File: src/rtl/core/lfu_pkg.sv
// lfu_pkg: shared widths, codes and state type of the lfu cache table
// used by the channel interfaces and the core; no dependencies
`timescale 1ns / 1ps
`default_nettype none

package lfu_pkg;

  localparam int unsigned KeyW = 31;
  localparam int unsigned ValW = 31;
  localparam int unsigned CntW = 32;
  localparam int unsigned CapW = 5;

  // default table size and register reset value
  localparam int unsigned CapacityDefault = 16;
  localparam logic [CapW-1:0] CapReset = 5'd16;

  // operation codes
  localparam logic OpGet = 1'b0;
  localparam logic OpPut = 1'b1;

  typedef enum logic [2:0] {
    StIdle,
    StScan,
    StDecide,
    StUpdate,
    StResp
  } lfu_state_e;

endpackage

`default_nettype wire

File: src/rtl/core/lfu_req_if.sv
// lfu_req_if: request channel (op, key, value) with valid/ready
// depends on lfu_pkg for field widths
`timescale 1ns / 1ps
`default_nettype none

interface lfu_req_if;
  logic                     valid;
  logic                     ready;
  logic                     op;
  logic [lfu_pkg::KeyW-1:0] key;
  logic [lfu_pkg::ValW-1:0] value;

  modport source (output valid, output op, output key, output value, input ready);
  modport sink (input valid, input op, input key, input value, output ready);
endinterface

`default_nettype wire

File: src/rtl/core/lfu_rsp_if.sv
// lfu_rsp_if: response channel (hit, value_out) with valid/ready
// depends on lfu_pkg for field widths
`timescale 1ns / 1ps
`default_nettype none

interface lfu_rsp_if;
  logic                     valid;
  logic                     ready;
  logic                     hit;
  logic [lfu_pkg::ValW-1:0] value_out;

  modport source (output valid, output hit, output value_out, input ready);
  modport sink (input valid, input hit, input value_out, output ready);
endinterface

`default_nettype wire

File: src/rtl/core/lfu_cfg_if.sv
// lfu_cfg_if: configuration write channel carrying the capacity register
// depends on lfu_pkg for the register width
`timescale 1ns / 1ps
`default_nettype none

interface lfu_cfg_if;
  logic                     valid;
  logic                     ready;
  logic [lfu_pkg::CapW-1:0] data;

  modport source (output valid, output data, input ready);
  modport sink (input valid, input data, output ready);
endinterface

`default_nettype wire

File: src/rtl/core/lfu_ram.sv
// lfu_ram: generic simple dual-port ram, one write and one registered read port
// no dependencies
`timescale 1ns / 1ps
`default_nettype none

module lfu_ram #(
  parameter int unsigned Width = 8,
  parameter int unsigned Depth = 16,
  localparam int unsigned AddrW = (Depth > 1) ? $clog2(Depth) : 1
) (
  input  wire logic             clk_i,
  input  wire logic             we_i,
  input  wire logic [AddrW-1:0] waddr_i,
  input  wire logic [Width-1:0] wdata_i,
  input  wire logic             re_i,
  input  wire logic [AddrW-1:0] raddr_i,
  output logic      [Width-1:0] rdata_o
);

  logic [Width-1:0] mem_q [Depth];

  always_ff @(posedge clk_i) begin
    if (we_i) begin
      mem_q[waddr_i] <= wdata_i;
    end
    if (re_i) begin
      rdata_o <= mem_q[raddr_i];
    end
  end

endmodule

`default_nettype wire

File: src/rtl/core/lfu_cache_table_core.sv
// lfu_cache_table_core: fully associative key/value cache, lfu replacement, lru tie-break
// depends on lfu_pkg, lfu_req_if, lfu_rsp_if, lfu_cfg_if and lfu_ram
`timescale 1ns / 1ps
`default_nettype none

// One request is handled at a time. Each entry (key, value, use count, recency rank)
// lives in a single-port-read ram word; valid bits and the occupancy count sit in
// flip-flops and clear at reset, so no clearing pass is needed. A request sweeps the
// ram once to find the key, the eviction victim and the first free slot, then (for a
// get hit or any put) sweeps it a second time, writing back aged recency ranks and
// the new entry. The response register is loaded from the response state after the
// scan sweep and the decide state for a get miss, after the update sweep for a get
// hit or a put, and with no sweep at all for a request with capacity zero; the
// response state waits for a full response register to drain, and the next request
// is taken in the idle state after it. The sweeps are paced by the single ram read
// port, one entry per cycle per sweep. A new request is taken while the previous
// response still waits in the output register. The capacity register may only be
// written while no request is in flight.

module lfu_cache_table_core #(
  parameter int unsigned CAPACITY = lfu_pkg::CapacityDefault
) (
  input  wire logic clk_i,
  input  wire logic rst_ni,
  lfu_req_if.sink   req_i,
  lfu_rsp_if.source rsp_o,
  lfu_cfg_if.sink   cfg_i
);

  localparam int unsigned IdxW  = (CAPACITY > 1) ? $clog2(CAPACITY) : 1;
  localparam int unsigned RankW = IdxW;
  localparam int unsigned OccW  = $clog2(CAPACITY + 1);
  localparam int unsigned CmpW  = (OccW > lfu_pkg::CapW) ? OccW : lfu_pkg::CapW;
  localparam int unsigned WordW = lfu_pkg::KeyW + lfu_pkg::ValW + lfu_pkg::CntW + RankW;
  localparam logic [IdxW-1:0] LastIdx = IdxW'(CAPACITY - 1);
  localparam logic [lfu_pkg::CntW-1:0] CntMax = '1;

  // ram word layout: key | value | count | rank
  function automatic logic [WordW-1:0] pack_word(
    input logic [lfu_pkg::KeyW-1:0] key,
    input logic [lfu_pkg::ValW-1:0] val,
    input logic [lfu_pkg::CntW-1:0] cnt,
    input logic [RankW-1:0]         rank
  );
    pack_word = {key, val, cnt, rank};
  endfunction

  // ---------------------------------------------------------------------------
  // state
  // ---------------------------------------------------------------------------
  lfu_pkg::lfu_state_e state_q, state_d;

  logic [lfu_pkg::CapW-1:0] capacity_q;
  logic [CAPACITY-1:0]      valid_q;
  logic [OccW-1:0]          occ_q;

  // latched request
  logic                     op_q;
  logic [lfu_pkg::KeyW-1:0] key_q;
  logic [lfu_pkg::ValW-1:0] val_q;

  // ram sweep sequencer: issue address and its registered copy, the processing index
  logic [IdxW-1:0] addr_q;
  logic            iss_done_q;
  logic            pend_q;
  logic [IdxW-1:0] pidx_q;

  // scan results
  logic                     hit_q;
  logic [IdxW-1:0]          hslot_q;
  logic [lfu_pkg::ValW-1:0] hval_q;
  logic [lfu_pkg::CntW-1:0] hcnt_q;
  logic [RankW-1:0]         hrank_q;
  logic                     vfound_q;
  logic [IdxW-1:0]          vslot_q;
  logic [lfu_pkg::CntW-1:0] vcnt_q;
  logic [RankW-1:0]         vrank_q;
  logic                     ffound_q;
  logic [IdxW-1:0]          fslot_q;

  // decided update
  logic             drop_en_q;
  logic [RankW-1:0] drop_r_q;
  logic [IdxW-1:0]  slot_q;
  logic [WordW-1:0] new_word_q;

  // response register
  logic                     out_valid_q;
  logic                     out_hit_q;
  logic [lfu_pkg::ValW-1:0] out_val_q;

  // ---------------------------------------------------------------------------
  // ram
  // ---------------------------------------------------------------------------
  logic             ram_we;
  logic [WordW-1:0] ram_wdata;
  logic             ram_re;
  logic [WordW-1:0] ram_rdata;

  lfu_ram #(
    .Width (WordW),
    .Depth (CAPACITY)
  ) u_ram (
    .clk_i   (clk_i),
    .we_i    (ram_we),
    .waddr_i (pidx_q),
    .wdata_i (ram_wdata),
    .re_i    (ram_re),
    .raddr_i (addr_q),
    .rdata_o (ram_rdata)
  );

  // read word fields
  logic [lfu_pkg::KeyW-1:0] rd_key;
  logic [lfu_pkg::ValW-1:0] rd_val;
  logic [lfu_pkg::CntW-1:0] rd_cnt;
  logic [RankW-1:0]         rd_rank;

  assign {rd_key, rd_val, rd_cnt, rd_rank} = ram_rdata;

  // ---------------------------------------------------------------------------
  // derived control
  // ---------------------------------------------------------------------------
  logic [CmpW-1:0] cap_ext;
  logic [CmpW-1:0] cap_eff;
  logic [CmpW-1:0] occ_ext;
  logic            cap_zero;
  logic            need_evict;
  logic            req_fire;
  logic            pass_last;
  logic            rsp_free;
  logic            p_valid;

  assign cap_ext    = CmpW'(capacity_q);
  assign cap_eff    = (cap_ext > CmpW'(CAPACITY)) ? CmpW'(CAPACITY) : cap_ext;
  assign occ_ext    = CmpW'(occ_q);
  assign cap_zero   = (capacity_q == '0);
  assign need_evict = (occ_ext >= cap_eff);
  assign req_fire   = req_i.valid && req_i.ready;
  assign pass_last  = pend_q && (pidx_q == LastIdx);
  assign rsp_free   = !out_valid_q || rsp_o.ready;
  assign p_valid    = valid_q[pidx_q];

  // ---------------------------------------------------------------------------
  // next state
  // ---------------------------------------------------------------------------
  always_comb begin
    state_d = state_q;
    case (state_q)
      lfu_pkg::StIdle: begin
        if (req_fire) begin
          // disabled cache answers a miss straight away
          state_d = cap_zero ? lfu_pkg::StResp : lfu_pkg::StScan;
        end
      end
      lfu_pkg::StScan: begin
        if (pass_last) begin
          state_d = lfu_pkg::StDecide;
        end
      end
      lfu_pkg::StDecide: begin
        // get miss leaves the table untouched
        if (!hit_q && (op_q == lfu_pkg::OpGet)) begin
          state_d = lfu_pkg::StResp;
        end else begin
          state_d = lfu_pkg::StUpdate;
        end
      end
      lfu_pkg::StUpdate: begin
        if (pass_last) begin
          state_d = lfu_pkg::StResp;
        end
      end
      lfu_pkg::StResp: begin
        if (rsp_free) begin
          state_d = lfu_pkg::StIdle;
        end
      end
      default: state_d = lfu_pkg::StIdle;
    endcase
  end

  // ---------------------------------------------------------------------------
  // outputs and ram control
  // ---------------------------------------------------------------------------
  always_comb begin
    req_i.ready = 1'b0;
    ram_re      = 1'b0;
    ram_we      = 1'b0;
    ram_wdata   = new_word_q;
    case (state_q)
      lfu_pkg::StIdle: begin
        req_i.ready = 1'b1;
      end
      lfu_pkg::StScan: begin
        ram_re = !iss_done_q;
      end
      lfu_pkg::StUpdate: begin
        ram_re = !iss_done_q;
        if (pend_q) begin
          if (pidx_q == slot_q) begin
            // the touched or newly inserted entry
            ram_we    = 1'b1;
            ram_wdata = new_word_q;
          end else if (drop_en_q && p_valid && (rd_rank > drop_r_q)) begin
            // younger entries move one place down the recency order
            ram_we    = 1'b1;
            ram_wdata = pack_word(rd_key, rd_val, rd_cnt, rd_rank - RankW'(1));
          end
        end
      end
      default: begin
        ram_re = 1'b0;
      end
    endcase
  end

  assign cfg_i.ready     = 1'b1;
  assign rsp_o.valid     = out_valid_q;
  assign rsp_o.hit       = out_hit_q;
  assign rsp_o.value_out = out_val_q;

  // ---------------------------------------------------------------------------
  // control registers
  // ---------------------------------------------------------------------------
  always_ff @(posedge clk_i or negedge rst_ni) begin
    if (!rst_ni) begin
      state_q     <= lfu_pkg::StIdle;
      capacity_q  <= lfu_pkg::CapReset;
      valid_q     <= '0;
      occ_q       <= '0;
      iss_done_q  <= 1'b0;
      pend_q      <= 1'b0;
      addr_q      <= '0;
      out_valid_q <= 1'b0;
    end else begin
      state_q <= state_d;

      if (cfg_i.valid && cfg_i.ready) begin
        capacity_q <= cfg_i.data;
      end

      // sweep sequencer, restarted on entry to either pass
      if ((state_q == lfu_pkg::StIdle) || (state_q == lfu_pkg::StDecide)) begin
        addr_q     <= '0;
        iss_done_q <= 1'b0;
        pend_q     <= 1'b0;
      end else begin
        pend_q <= ram_re;
        if (ram_re) begin
          addr_q <= addr_q + IdxW'(1);
          if (addr_q == LastIdx) begin
            iss_done_q <= 1'b1;
          end
        end
      end

      // insertion without eviction grows the table; eviction reuses the victim slot
      if ((state_q == lfu_pkg::StDecide) && !hit_q && (op_q == lfu_pkg::OpPut)) begin
        valid_q[need_evict ? vslot_q : fslot_q] <= 1'b1;
        if (!need_evict) begin
          occ_q <= occ_q + OccW'(1);
        end
      end

      if ((state_q == lfu_pkg::StResp) && rsp_free) begin
        out_valid_q <= 1'b1;
      end else if (rsp_o.ready) begin
        out_valid_q <= 1'b0;
      end
    end
  end

  // ---------------------------------------------------------------------------
  // scan results and payload
  // ---------------------------------------------------------------------------
  always_ff @(posedge clk_i or negedge rst_ni) begin
    if (!rst_ni) begin
      hit_q    <= 1'b0;
      vfound_q <= 1'b0;
      ffound_q <= 1'b0;
    end else if (req_fire) begin
      hit_q    <= 1'b0;
      vfound_q <= 1'b0;
      ffound_q <= 1'b0;
    end else if ((state_q == lfu_pkg::StScan) && pend_q) begin
      if (p_valid) begin
        if (!hit_q && (rd_key == key_q)) begin
          hit_q <= 1'b1;
        end
        if (!vfound_q || (rd_cnt < vcnt_q) || ((rd_cnt == vcnt_q) && (rd_rank < vrank_q))) begin
          vfound_q <= 1'b1;
        end
      end else if (!ffound_q) begin
        ffound_q <= 1'b1;
      end
    end
  end

  always_ff @(posedge clk_i) begin
    if (req_fire) begin
      op_q  <= req_i.op;
      key_q <= req_i.key;
      val_q <= req_i.value;
    end

    pidx_q <= addr_q;

    if ((state_q == lfu_pkg::StScan) && pend_q) begin
      if (p_valid) begin
        if (!hit_q && (rd_key == key_q)) begin
          hslot_q <= pidx_q;
          hval_q  <= rd_val;
          hcnt_q  <= rd_cnt;
          hrank_q <= rd_rank;
        end
        // lowest count, then oldest use
        if (!vfound_q || (rd_cnt < vcnt_q) || ((rd_cnt == vcnt_q) && (rd_rank < vrank_q))) begin
          vslot_q <= pidx_q;
          vcnt_q  <= rd_cnt;
          vrank_q <= rd_rank;
        end
      end else if (!ffound_q) begin
        fslot_q <= pidx_q;
      end
    end

    if (state_q == lfu_pkg::StDecide) begin
      if (hit_q) begin
        drop_en_q  <= 1'b1;
        drop_r_q   <= hrank_q;
        slot_q     <= hslot_q;
        new_word_q <= pack_word(key_q, (op_q == lfu_pkg::OpPut) ? val_q : hval_q,
                                (hcnt_q == CntMax) ? hcnt_q : hcnt_q + lfu_pkg::CntW'(1),
                                RankW'(occ_q - OccW'(1)));
      end else if (need_evict) begin
        drop_en_q  <= 1'b1;
        drop_r_q   <= vrank_q;
        slot_q     <= vslot_q;
        new_word_q <= pack_word(key_q, val_q, lfu_pkg::CntW'(1), RankW'(occ_q - OccW'(1)));
      end else begin
        drop_en_q  <= 1'b0;
        drop_r_q   <= vrank_q;
        slot_q     <= fslot_q;
        new_word_q <= pack_word(key_q, val_q, lfu_pkg::CntW'(1), RankW'(occ_q));
      end
    end

    if ((state_q == lfu_pkg::StResp) && rsp_free) begin
      // a disabled cache never scanned, so its hit flag is still clear
      out_hit_q <= hit_q;
      out_val_q <= (hit_q && (op_q == lfu_pkg::OpGet)) ? hval_q : '0;
    end
  end

  // ---------------------------------------------------------------------------
  // assertions
  // ---------------------------------------------------------------------------
  a_occ_matches_valid : assert property (@(posedge clk_i) disable iff (!rst_ni)
    $countones(valid_q) == int'(occ_q))
    else $error("occupancy count differs from number of valid entries");

  a_occ_bound : assert property (@(posedge clk_i) disable iff (!rst_ni)
    int'(occ_q) <= int'(CAPACITY))
    else $error("occupancy above table size");

  a_write_in_update : assert property (@(posedge clk_i) disable iff (!rst_ni)
    ram_we |-> (state_q == lfu_pkg::StUpdate))
    else $error("ram written outside the update sweep");

  a_rsp_from_resp : assert property (@(posedge clk_i) disable iff (!rst_ni)
    $rose(out_valid_q) |-> $past(state_q == lfu_pkg::StResp))
    else $error("response raised without a finished transaction");

endmodule

`default_nettype wire
File: src/flat_wrapper.sv
// flat-port wrapper written by rule: the top's interface ports become plain ports
module lfu_cache_table_core_flat 
#(
  parameter int unsigned CAPACITY = lfu_pkg::CapacityDefault
)
  (clk_i, rst_ni, req_i_valid, req_i_op, req_i_key, req_i_value, req_i_ready, rsp_o_valid, rsp_o_hit, rsp_o_value_out, rsp_o_ready, cfg_i_valid, cfg_i_data, cfg_i_ready);
  lfu_req_if req_i_i ();
  lfu_rsp_if rsp_o_i ();
  lfu_cfg_if cfg_i_i ();
  input  wire logic clk_i;
  input  wire logic rst_ni;
  input wire logic [$bits(req_i_i.valid)-1:0] req_i_valid;
  input wire logic [$bits(req_i_i.op)-1:0] req_i_op;
  input wire logic [$bits(req_i_i.key)-1:0] req_i_key;
  input wire logic [$bits(req_i_i.value)-1:0] req_i_value;
  output wire logic [$bits(req_i_i.ready)-1:0] req_i_ready;
  output wire logic [$bits(rsp_o_i.valid)-1:0] rsp_o_valid;
  output wire logic [$bits(rsp_o_i.hit)-1:0] rsp_o_hit;
  output wire logic [$bits(rsp_o_i.value_out)-1:0] rsp_o_value_out;
  input wire logic [$bits(rsp_o_i.ready)-1:0] rsp_o_ready;
  input wire logic [$bits(cfg_i_i.valid)-1:0] cfg_i_valid;
  input wire logic [$bits(cfg_i_i.data)-1:0] cfg_i_data;
  output wire logic [$bits(cfg_i_i.ready)-1:0] cfg_i_ready;
  assign req_i_i.valid = req_i_valid;
  assign req_i_i.op = req_i_op;
  assign req_i_i.key = req_i_key;
  assign req_i_i.value = req_i_value;
  assign req_i_ready = req_i_i.ready;
  assign rsp_o_valid = rsp_o_i.valid;
  assign rsp_o_hit = rsp_o_i.hit;
  assign rsp_o_value_out = rsp_o_i.value_out;
  assign rsp_o_i.ready = rsp_o_ready;
  assign cfg_i_i.valid = cfg_i_valid;
  assign cfg_i_i.data = cfg_i_data;
  assign cfg_i_ready = cfg_i_i.ready;
  lfu_cache_table_core #(.CAPACITY(CAPACITY)) u_core (.clk_i(clk_i), .rst_ni(rst_ni), .req_i(req_i_i), .rsp_o(rsp_o_i), .cfg_i(cfg_i_i));
endmodule
File: config.mk
export PLATFORM = sky130hd
export DESIGN_NAME = lfu_cache_table_core_flat
export DESIGN_NICKNAME = d
export VERILOG_FILES = /design/src/rtl/core/lfu_pkg.sv /design/src/rtl/core/lfu_req_if.sv /design/src/rtl/core/lfu_rsp_if.sv /design/src/rtl/core/lfu_cfg_if.sv /design/src/rtl/core/lfu_ram.sv /design/src/rtl/core/lfu_cache_table_core.sv /design/src/flat_wrapper.sv
export SDC_FILE = /design/constraint.sdc
export NUM_CORES = 2
export LEC_CHECK = 0
export BUFFER_PORTS_ARGS = -buffer_cell sky130_fd_sc_hd__buf_2
export CORE_ASPECT_RATIO = 1.75
export CORE_MARGIN = 2
export CORE_UTILIZATION = 35
export CTS_CLUSTER_DIAMETER = 80
export DETAILED_ROUTE_END_ITERATION = 7
export PLACE_DENSITY = 0.52
export SYNTH_ARGS = -nofsm -noshare
export SYNTH_HDL_FRONTEND = slang
export SYNTH_SLANG_ARGS = --single-unit
export TNS_END_PERCENT = 100
File: constraint.sdc
create_clock -name clk_i -period 8.6 [get_ports clk_i]
set_input_delay 1.29 -clock clk_i [delete_from_list [all_inputs] [get_ports clk_i]]
set_output_delay 1.29 -clock clk_i [all_outputs]
set_load 0.05 [all_outputs]
==> metrics.md <==
| Metric | Value |
|---|---|
| GPL Wtd Cong | `between 0.7 and 0.8` |
| Core Footprint | `224000 µm²` |
| Initial antenna violation count | `7` |
| VDD IR max | `0.198 mV` |
| Final Hold Viols | `0` |
| Via count | `between 30000 and 40000` |
| Vias in the first global route | `a little over 40000` |
| Total Power | `27.0 mW` |
| CTS clk-pin slew, worst paths | `70 ps` |
| Status | `finished, final reports clean` |
| Worst-path fanout max | `46` |
| Crit path top cell by count | `buf_4` |
| Clock sinks | `2026` |
| Number of buffers created by CTS | `190` |
| CTS tree | `built` |
| # fillers | `approximately 20000` |
| Leak Pwr | `29.1 nW` |
| WHS Path Cells | `0` |
| Unrepaired setup endpoints after global routing | `false` |
| Die Ht | `632 µm` |
| Die W | `363 µm` |
| CP max-delay cell | `dfxtp_1` |
| Leading area contributor after synthesis | `edfxtp_1` |
| Setup bufs post-CTS | `0` |
| Clock skew | `between 30 and 40 ps` |
| Post-route cell area | `89200 µm²` |
| Largest net degree at the start of global routing | `around 110` |
| Clock latency on the worst-skew pair | `840 ps` |
| GRT Util Overall | `between 10% and 20%` |
| CP Buf/Inv Count | `2` |
| Area Overhead vs Synth | `13.2%` |
| Crit-path cells | `mux4_2, nor2b_1, a211oi_1, o31ai_1, nand3_1, nor2_4, buf_4, buf_4` |
| DR WL met3 | `~7600 µm` |
| Post-synth cell types | `59` |
| Mapped Area | `78800 µm²` |
| Util after Layout | `39.8%` |
| Num rows | `230` |
| Maximum clock insertion buffer count | `4` |
| Final setup fails | `0` |
| I/O Buffers | `106` |
| Max layer used | `met4` |
| H-tree Lvls | `4` |
| Mean post-synth cell area | `19.2 µm²` |
| Hold buffers post-CTS | `0` |
| HP Class | `reg -> reg` |
| DR pass1 iterations | `8` |
| Post-synth EDFFs | `1983` |
| Fraction of layout cells with a size suffix above 1 | `between 20% and 30%` |
| Detail Route Antenna Nets | `0` |
| Post-synthesis cell count | `around 4100` |
| Crit path max-delay family | `buffers and inverters` |
| Async SR Flop Fraction | `1.92%` |
| R2r worst-path depth | `8` |
| Slew @ Worst Pin | `1130 ps` |
| Final min period | `around 5000 ps` |
| Flops & latches, synth | `2026` |
| Area contributors post-synth | `edfxtp_1, mux4_2, mux2i_1` |
| Main combinational cell family by area after synthesis | `multiplexers` |
| Routed vias/inst | `5.32` |
| Metal-1 WL | `between 80000 and 90000 µm` |
| Post-synthesis mux area share | `13.1%` |
| IO Pins | `108` |
| Critical path required time | `~9000 ps` |
| Wire per inst | `27.8 µm` |
| First-pass GRT wire length | `293000 µm` |
| Post-route DRC | `0` |
| CP arrival | `5400 ps` |
| Pre-CTS WS | `3600 ps` |
| Post-synthesis compound-gate area fraction | `under 10%` |
| DR iter-0 viols | `3206` |
| Mapped Nets | `4238` |
| Crit. path cell count | `8` |
| Dpl hpwl | `105000 µm` |
| Startpoint Class | `flop` |
| CTS root buf | `clkbuf_16` |
| Post_cts resized | `0` |
| Yosys warnings | `0` |
| Relative slew slack | `roughly a quarter` |
| Period utilisation layout | `57.9%` |
| Crit. End Element | `flop` |
| Initial Util | `35.2%` |
| Top-count cell post-synth | `edfxtp_1` |
| Yosys top cell area share | `75.5%` |
| Pwr per Cell Area | `between 300 and 400 nW/µm²` |
| Max Clk Rate | `201 MHz` |
| Kind of critical path | `reg -> reg` |
| Final Max Slew Viols | `0` |
| Synth Area in Adders | `0.778%` |
| Die ar. | `roughly 230000 µm²` |
| Max-cap violations | `0` |
| Sequential fraction of the synthesis area | `76.9%` |
| Worst setup margin | `3620 ps` |
| Met2 wire len | `106000 µm` |
| Main synth FF type | `edfxtp_1` |
| R2r setup slk | `3620 ps` |
| Setup tns final | `0 ps` |
| Area share of and/or/nand/nor cells after synthesis | `2.38%` |
| Layout Nets | `4421` |
| Post-Synth XOR/XNOR Area | `0.722%` |
| Dpl cell area | `about 83000 µm²` |
| Synth top cells by count | `edfxtp_1, mux2i_1, o21ai_0` |
| Final WL | `between 200000 and 250000 µm` |
| Crit-path max cell delay | `980 ps` |
| Total grt overflow | `0` |
## power by group
group | switching (mW) | leakage (nW) | total (mW) | internal, mW
clock | 3.65 | 2.96 | 8.41 | 4.75
combinational | 3.52 | 7.65 | 5.79 | 2.27
sequential | 0.663 | 18.5 | 12.8 | 12.1
## layout make-up
class                           count  area [µm²]  share of cell area [%]
Clock buffer                      228        4980                    5.58
Multi-Input combinational cell   1834       17400                    19.5
Timing Repair Buffer              191        1320                    1.48
Antenna cell                        2        5.00                 0.00561
Clock inverter                    103        1060                    1.19
Tap cell                         2900        3630                    4.07
Sequential cell                  2026       60600                    67.9
Inverter                           56         218                   0.244
## path summary, 6_finish.rpt
| kind | from | endpoint |
|---|---|---|
| min reg2reg | u_core.key_q[15] | u_core.new_word_q[82] |
| min | u_core.key_q[15] | u_core.new_word_q[82] |
| max | u_core.pidx_q[0] | u_core.u_ram.mem_q[11][5] |
| max reg2reg | u_core.pidx_q[0] | u_core.u_ram.mem_q[11][5] |
| max in group asynchronous | rst_ni | u_core.addr_q[3] |
| min in group asynchronous | rst_ni | u_core.cap_ext[3] |
## through the flow
step	std cells	hold WS, ps
finish	7340	453
detailed placement	7007	438
floorplan	4116	345
global route	7339	474
global placement	7006	431
CTS	7338	456
## metal layers
metal / vias up / GRT usage, %
met1: 20900 / 22.6
met3: 256 / 1.79
met4: 0 / 4.67
li1: 17000 / -
met2: 888 / 31.4
met5: - / 0
## cell usage in the layout (no fill, tap or decap), types with 35 or more instances in the layout
cell type  synthesis  routed
clkbuf_16          0     193
buf_2             20     106
a22oi_1           98      98
mux2i_1          304     304
edfxtp_1        1983    1983
inv_1             56      54
a221oi_1          99      99
and2_1            37      36
xor2_1            39      39
clkinv_2           0      35
buf_4              1      73
mux2_4            60      60
ha_1              49      49
mux4_2           199     199
mux2_2           169     169
o21ai_0          231     230
nor2_1            58      43
nand2_1          148     147
a21oi_1          115     115
## cells by family (layout without fill, tap and decap cells)
| kind of cell | after synthesis | after routing |
|---|---|---|
| compound gates | 598 | 598 |
| xor+xnor | 65 | 65 |
| fa+ha+maj | 49 | 49 |
| buf+inv | 256 | 578 |
| flops | 2026 | 2026 |
| mux | 732 | 732 |
| other cells | 1 | 3 |
| simple gates | 389 | 389 |
## flip-flops by register name, summed over array words and instances (netlist names), 16 cells and up
signal and cells:
u_core.rsp_o.value_out 31, u_core.valid_q 16, u_core.vcnt_q 32, u_core.u_ram.mem_q 1568
u_core.hval_q 31, u_core.key_q 31, u_core.new_word_q 98, u_core.u_ram.rdata_o 98
u_core.hcnt_q 32, u_core.val_q 31
Power figures use the tool's default switching activity.
